$ cat src/sv/lcr_pkg.sv
// Shared types and constants for the line clip rectangle unit.
// No dependencies; imported by lcr_div and line_clip_rectangle_unit.
`default_nettype none

package lcr_pkg;

  localparam int unsigned CoordWidth     = 24;
  localparam int unsigned RatioFracBits  = 16;
  localparam int unsigned DeltaWidth     = CoordWidth + 1;
  localparam int unsigned CfgIndexWidth  = 3;
  localparam int unsigned NumLanes       = 4;

  localparam logic [CfgIndexWidth-1:0] CFG_LEFT   = 3'd0;
  localparam logic [CfgIndexWidth-1:0] CFG_TOP    = 3'd1;
  localparam logic [CfgIndexWidth-1:0] CFG_RIGHT  = 3'd2;
  localparam logic [CfgIndexWidth-1:0] CFG_BOTTOM = 3'd3;

  typedef logic signed [CoordWidth-1:0] coord_t;
  typedef logic signed [DeltaWidth-1:0] delta_t;

  typedef struct packed {
    coord_t start_x;
    coord_t start_y;
    coord_t end_x;
    coord_t end_y;
  } segment_t;

  typedef struct packed {
    logic   visible;
    coord_t clipped_start_x;
    coord_t clipped_start_y;
    coord_t clipped_end_x;
    coord_t clipped_end_y;
  } result_t;

  typedef struct packed {
    logic zero;
    logic pneg;
    logic qneg;
    logic sat;
  } lane_flags_t;

  typedef struct packed {
    coord_t      sx;
    coord_t      sy;
    delta_t      dx;
    delta_t      dy;
    lane_flags_t [NumLanes-1:0] flags;
  } side_t;

endpackage

`default_nettype wire

$ cat src/sv/lcr_div.sv
// Pipelined restoring divider, one quotient bit per stage.
// Requires num < 2*den; depends on lcr_pkg.
`default_nettype none

module lcr_div #(
  parameter int unsigned MAG_W = lcr_pkg::DeltaWidth,
  parameter int unsigned RF    = lcr_pkg::RatioFracBits
) (
  input  wire logic             clk_i,
  input  wire logic [MAG_W-1:0] num_i,
  input  wire logic [MAG_W-1:0] den_i,
  output logic      [RF:0]      quo_o
);
  import lcr_pkg::*;

  localparam int unsigned Depth = RF + 1;

  logic [MAG_W:0]   rem_q [Depth];
  logic [MAG_W-1:0] den_q [Depth];
  logic [RF:0]      quo_q [Depth];

  always_ff @(posedge clk_i) begin
    for (int k = 0; k < Depth; k++) begin
      logic [MAG_W:0]   rem_in;
      logic [MAG_W-1:0] den_in;
      logic [RF:0]      quo_in;
      logic [MAG_W+1:0] diff;
      if (k == 0) begin
        rem_in = {1'b0, num_i};
        den_in = den_i;
        quo_in = '0;
      end else begin
        rem_in = {rem_q[k-1][MAG_W-1:0], 1'b0};
        den_in = den_q[k-1];
        quo_in = quo_q[k-1];
      end
      diff = {1'b0, rem_in} - {2'b00, den_in};
      rem_q[k] <= diff[MAG_W+1] ? rem_in : diff[MAG_W:0];
      den_q[k] <= den_in;
      quo_q[k] <= {quo_in[RF-1:0], ~diff[MAG_W+1]};
    end
  end

  assign quo_o = quo_q[Depth-1];

endmodule

`default_nettype wire

$ cat config.mk
export PLATFORM = sky130hd
export DESIGN_NAME = lcr_div
export DESIGN_NICKNAME = d
export VERILOG_FILES = /design/src/sv/lcr_pkg.sv /design/src/sv/lcr_div.sv
export SDC_FILE = /design/constraint.sdc
export NUM_CORES = 2
export LEC_CHECK = 0
export BUFFER_PORTS_ARGS = -buffer_cell sky130_fd_sc_hd__buf_4
export CORE_UTILIZATION = 40
export CTS_BUF_LIST = sky130_fd_sc_hd__clkbuf_8
export CTS_CLUSTER_SIZE = 28
export DETAILED_ROUTE_END_ITERATION = 10
export GPL_TIMING_DRIVEN = 1
export PLACE_DENSITY = 0.52
export SLEW_MARGIN = 25
export SYNTH_ARGS = -nofsm -noshare
export SYNTH_HDL_FRONTEND = slang
export SYNTH_SLANG_ARGS = --single-unit
$ cat constraint.sdc
create_clock -name clk_i -period 4.25 [get_ports clk_i]
set_clock_uncertainty 0.1 [all_clocks]
set_input_delay 0.2125 -clock clk_i [delete_from_list [all_inputs] [get_ports clk_i]]
set_output_delay 0.2125 -clock clk_i [all_outputs]
set_load 0.005 [all_outputs]
==> results.md <==
- Met3 usage: 2.75%
- Final setup vio count: 0
- CTS tree: built
- CP max FO: 6
- DR vias: 32600
- Post-Place Setup Slack: 0.455 ns
- Clk slew on worst S/H paths: 0.06 ns
- Share of post-route cells with drive strength above 1: 11.3%
- M2 GR Usage: 34.1%
- Die ar.: 113000 um2
- Sequential element share of the synthesized area: 42.7%
- Async set-reset flop share out of synthesis: 0%
- PD cells: 826 nW/um2
- Critical path required time: 4.92 ns
- Synth Cell Area: 44600 um2
- Maximum achievable frequency: 0.247 GHz
- Setup TNS: 0 ns
- First-pass DRT Iterations: 7
- Outcome: finished, final reports clean
- Die X: 336 um
- Crit share post-route: 95.4%
- Total Wirelength: 92500 um
- Crit path kind: input pin to flip-flop
- Mapped Avg Cell Area: 9.48 um2
- # clock sinks: 953
- Clock Latency Late Sink: 0.84 ns
- Initial antenna violation count: 1
- Crit path from: num_i[1]
- Worst-Margin Slew: 1.09 ns
- Syn nets: 5183
- Final WS setup: 0.197 ns
- Tot GR Track Use: 16.6%
- Worst setup SP type: input pin
- Top_reg_cell synth: dfxtp_1
- Port-buffer cells: 67
- CTS H-tree lvls: 4
- Yosys cell types: 88
- Crit path time final: 4.05 ns
- GR peak layer: met2
- Row count: 122
- Worst min path class: input pin to flip-flop
- Fin area: 51200 um2
- # nets final: 5458
- I/O pins: 68
- DRC violations left: 0
- Core Footprint: 111000 um2
- FF+latch count, synth: 953
- Placed Area: 46900 um2
- DR vias/cell: 4.94
- Synthesis-to-finish area growth: 14.8%
- Most instantiated cells after synthesis: dfxtp_1, inv_1, ha_1, a21oi_1, nand2_1
- Leakage: 0.0240 uW
- Root Buffer: clkbuf_8
- Max Cap Violations: 0
- Clock Path Buffers: 3
- Routed wire length per instance: 14.0 um
- Hold Vio Cnt, Final: 0
- GPL Wtd Cong: 0.891
- Vias in the first global route: 34100
- Hold_sp: den_i[0]
- Largest net degree at the start of global routing: 48
- Post-DP HPWL: 71200 um
- First-pass GRT wire length: 154000 um
- RSZ-0062 raised after global routing: false
- Number of routed nets with antenna violations: 0
- Starting density of the core: 40.3%
- Most frequent cell after synthesis: dfxtp_1
- GR Layer Usage met1: 14.9%
- Worst flop-to-flop path startpoint: rem_q[0][104]
- Slew Limit Fails: 0
- Synth area leaders: dfxtp_1, ha_1, inv_1
- Post-synth EDFFs: 0
- Peak supply drop: 0.000324 V
- Max-slew headroom: 26.9%
- Cts bufs inserted: 164
- Gr ovfl total: 0
- Crit end category: flip-flop
- Drt first-iter violations: 1143
- CP Data Arrival Time: 4.72 ns
- Post-Syn Instances: 4707
- Die height: 336 um
- Yosys warns: 0
- Post-synth top area share: 42.7%
- Synth area leader: dfxtp_1
-- logic make-up after synthesis --
group           synth area share (%)
buf+inv                         5.65
xor+xnor                        5.75
flops                           42.7
compound gates                  17.4
mux                             5.93
fa+ha+maj                       12.2
simple gates                    10.4
-- per-layer routing --
metal / vias to the layer above / share of wire, %
li1: 16900 / -
met1: 15000 / 37
met2: 483 / 55
met3: 278 / 2.8
met4: 0 / 4.9
met5: - / 0
-- stage by stage --
step | instances | total power (uW) | util, % | hold slack, ns
global placement | 6196 | 34300 | 42.4 | 0.210
finish | 6597 | 42300 | 46.3 | 0.132
CTS | 6596 | 42900 | 46.3 | 0.00190
floorplan | 4707 | 29800 | - | 0.140
global route | 6597 | 46000 | 46.3 | 0.0876
detailed placement | 6196 | 34500 | 42.4 | 0.212
-- repair_timing --
action,CTS,global route
resized for setup,0,1
hold buffers,108,0
hold endpoints to repair,50,0
setup endpoints to repair,0,2
buffers inserted,0,0
-- sequential cells by signal (all words and copies together) (netlist names) --
signal,cells
den_q,400
rem_q,400
quo_q,153
-- path summary, 6_finish.rpt --
path	end	slack (ns)	depth (start not counted)
setup reg to reg	rem_q[0][134]	0.45	12
hold / removal	rem_q[0][0]	0.13	4
setup / recovery	rem_q[0][12]	0.20	16
hold reg to reg	quo_q[0][227]	0.21	0
-- critical path, cell delays in order --
cell           delay (ns)
dlygate4sd3_1        0.54
buf_4                0.14
ha_1                 0.27
nor2b_1              0.13
o21a_1               0.17
o21ai_0              0.19
buf_4                0.18
a2111oi_1            0.07
buf_4                0.18
or2_2                0.36
a31oi_1              0.36
a211o_1              0.49
o21ai_0              0.15
dlygate4sd3_1        0.60
o41ai_1              0.07
dlygate4sd3_1        0.59
-- where the power goes --
part           switching [uW]  internal, uW  total [uW]
Sequential               1360         12000       13300
Combinational           10900         10100       21100
Clock                    3690          4240        7940
Total                   16000         26300       42300
-- layout by cell type, fill, tap and decap left out, types with 26 or more instances in the layout --
cell and instances:
and3_1 32, or3_1 29, a211oi_1 30, inv_1 599, a21o_1 139, xnor2_1 187
xor2_1 106, mux2_4 34, nor2b_1 64, mux2_2 165, nor2_1 221, buf_4 109
clkbuf_8 198, nand3_1 63, o211ai_1 26, o31ai_1 40, o21bai_1 39, o21ai_0 288
dlygate4sd3_1 108, a21oi_1 344, nand4_1 44, nand2_1 306, dfxtp_1 953, nor3_1 54
o21a_1 72, a31oi_1 38, ha_1 409, nand2b_1 60
-- cell type report --
| type | count | area [um2] |
|---|---|---|
| Timing Repair Buffer | 223 | 2020 |
| Fill cell | 10600 | 59400 |
| Inverter | 528 | 1980 |
| Antenna cell | 1 | 2.50 |
| Sequential cell | 953 | 19100 |
| Tap cell | 1488 | 1860 |
| Clock inverter | 94 | 488 |
| Multi-Input combinational cell | 3112 | 23100 |
| Clock buffer | 198 | 2730 |
No activity file was read; power rests on OpenSTA's default activity.
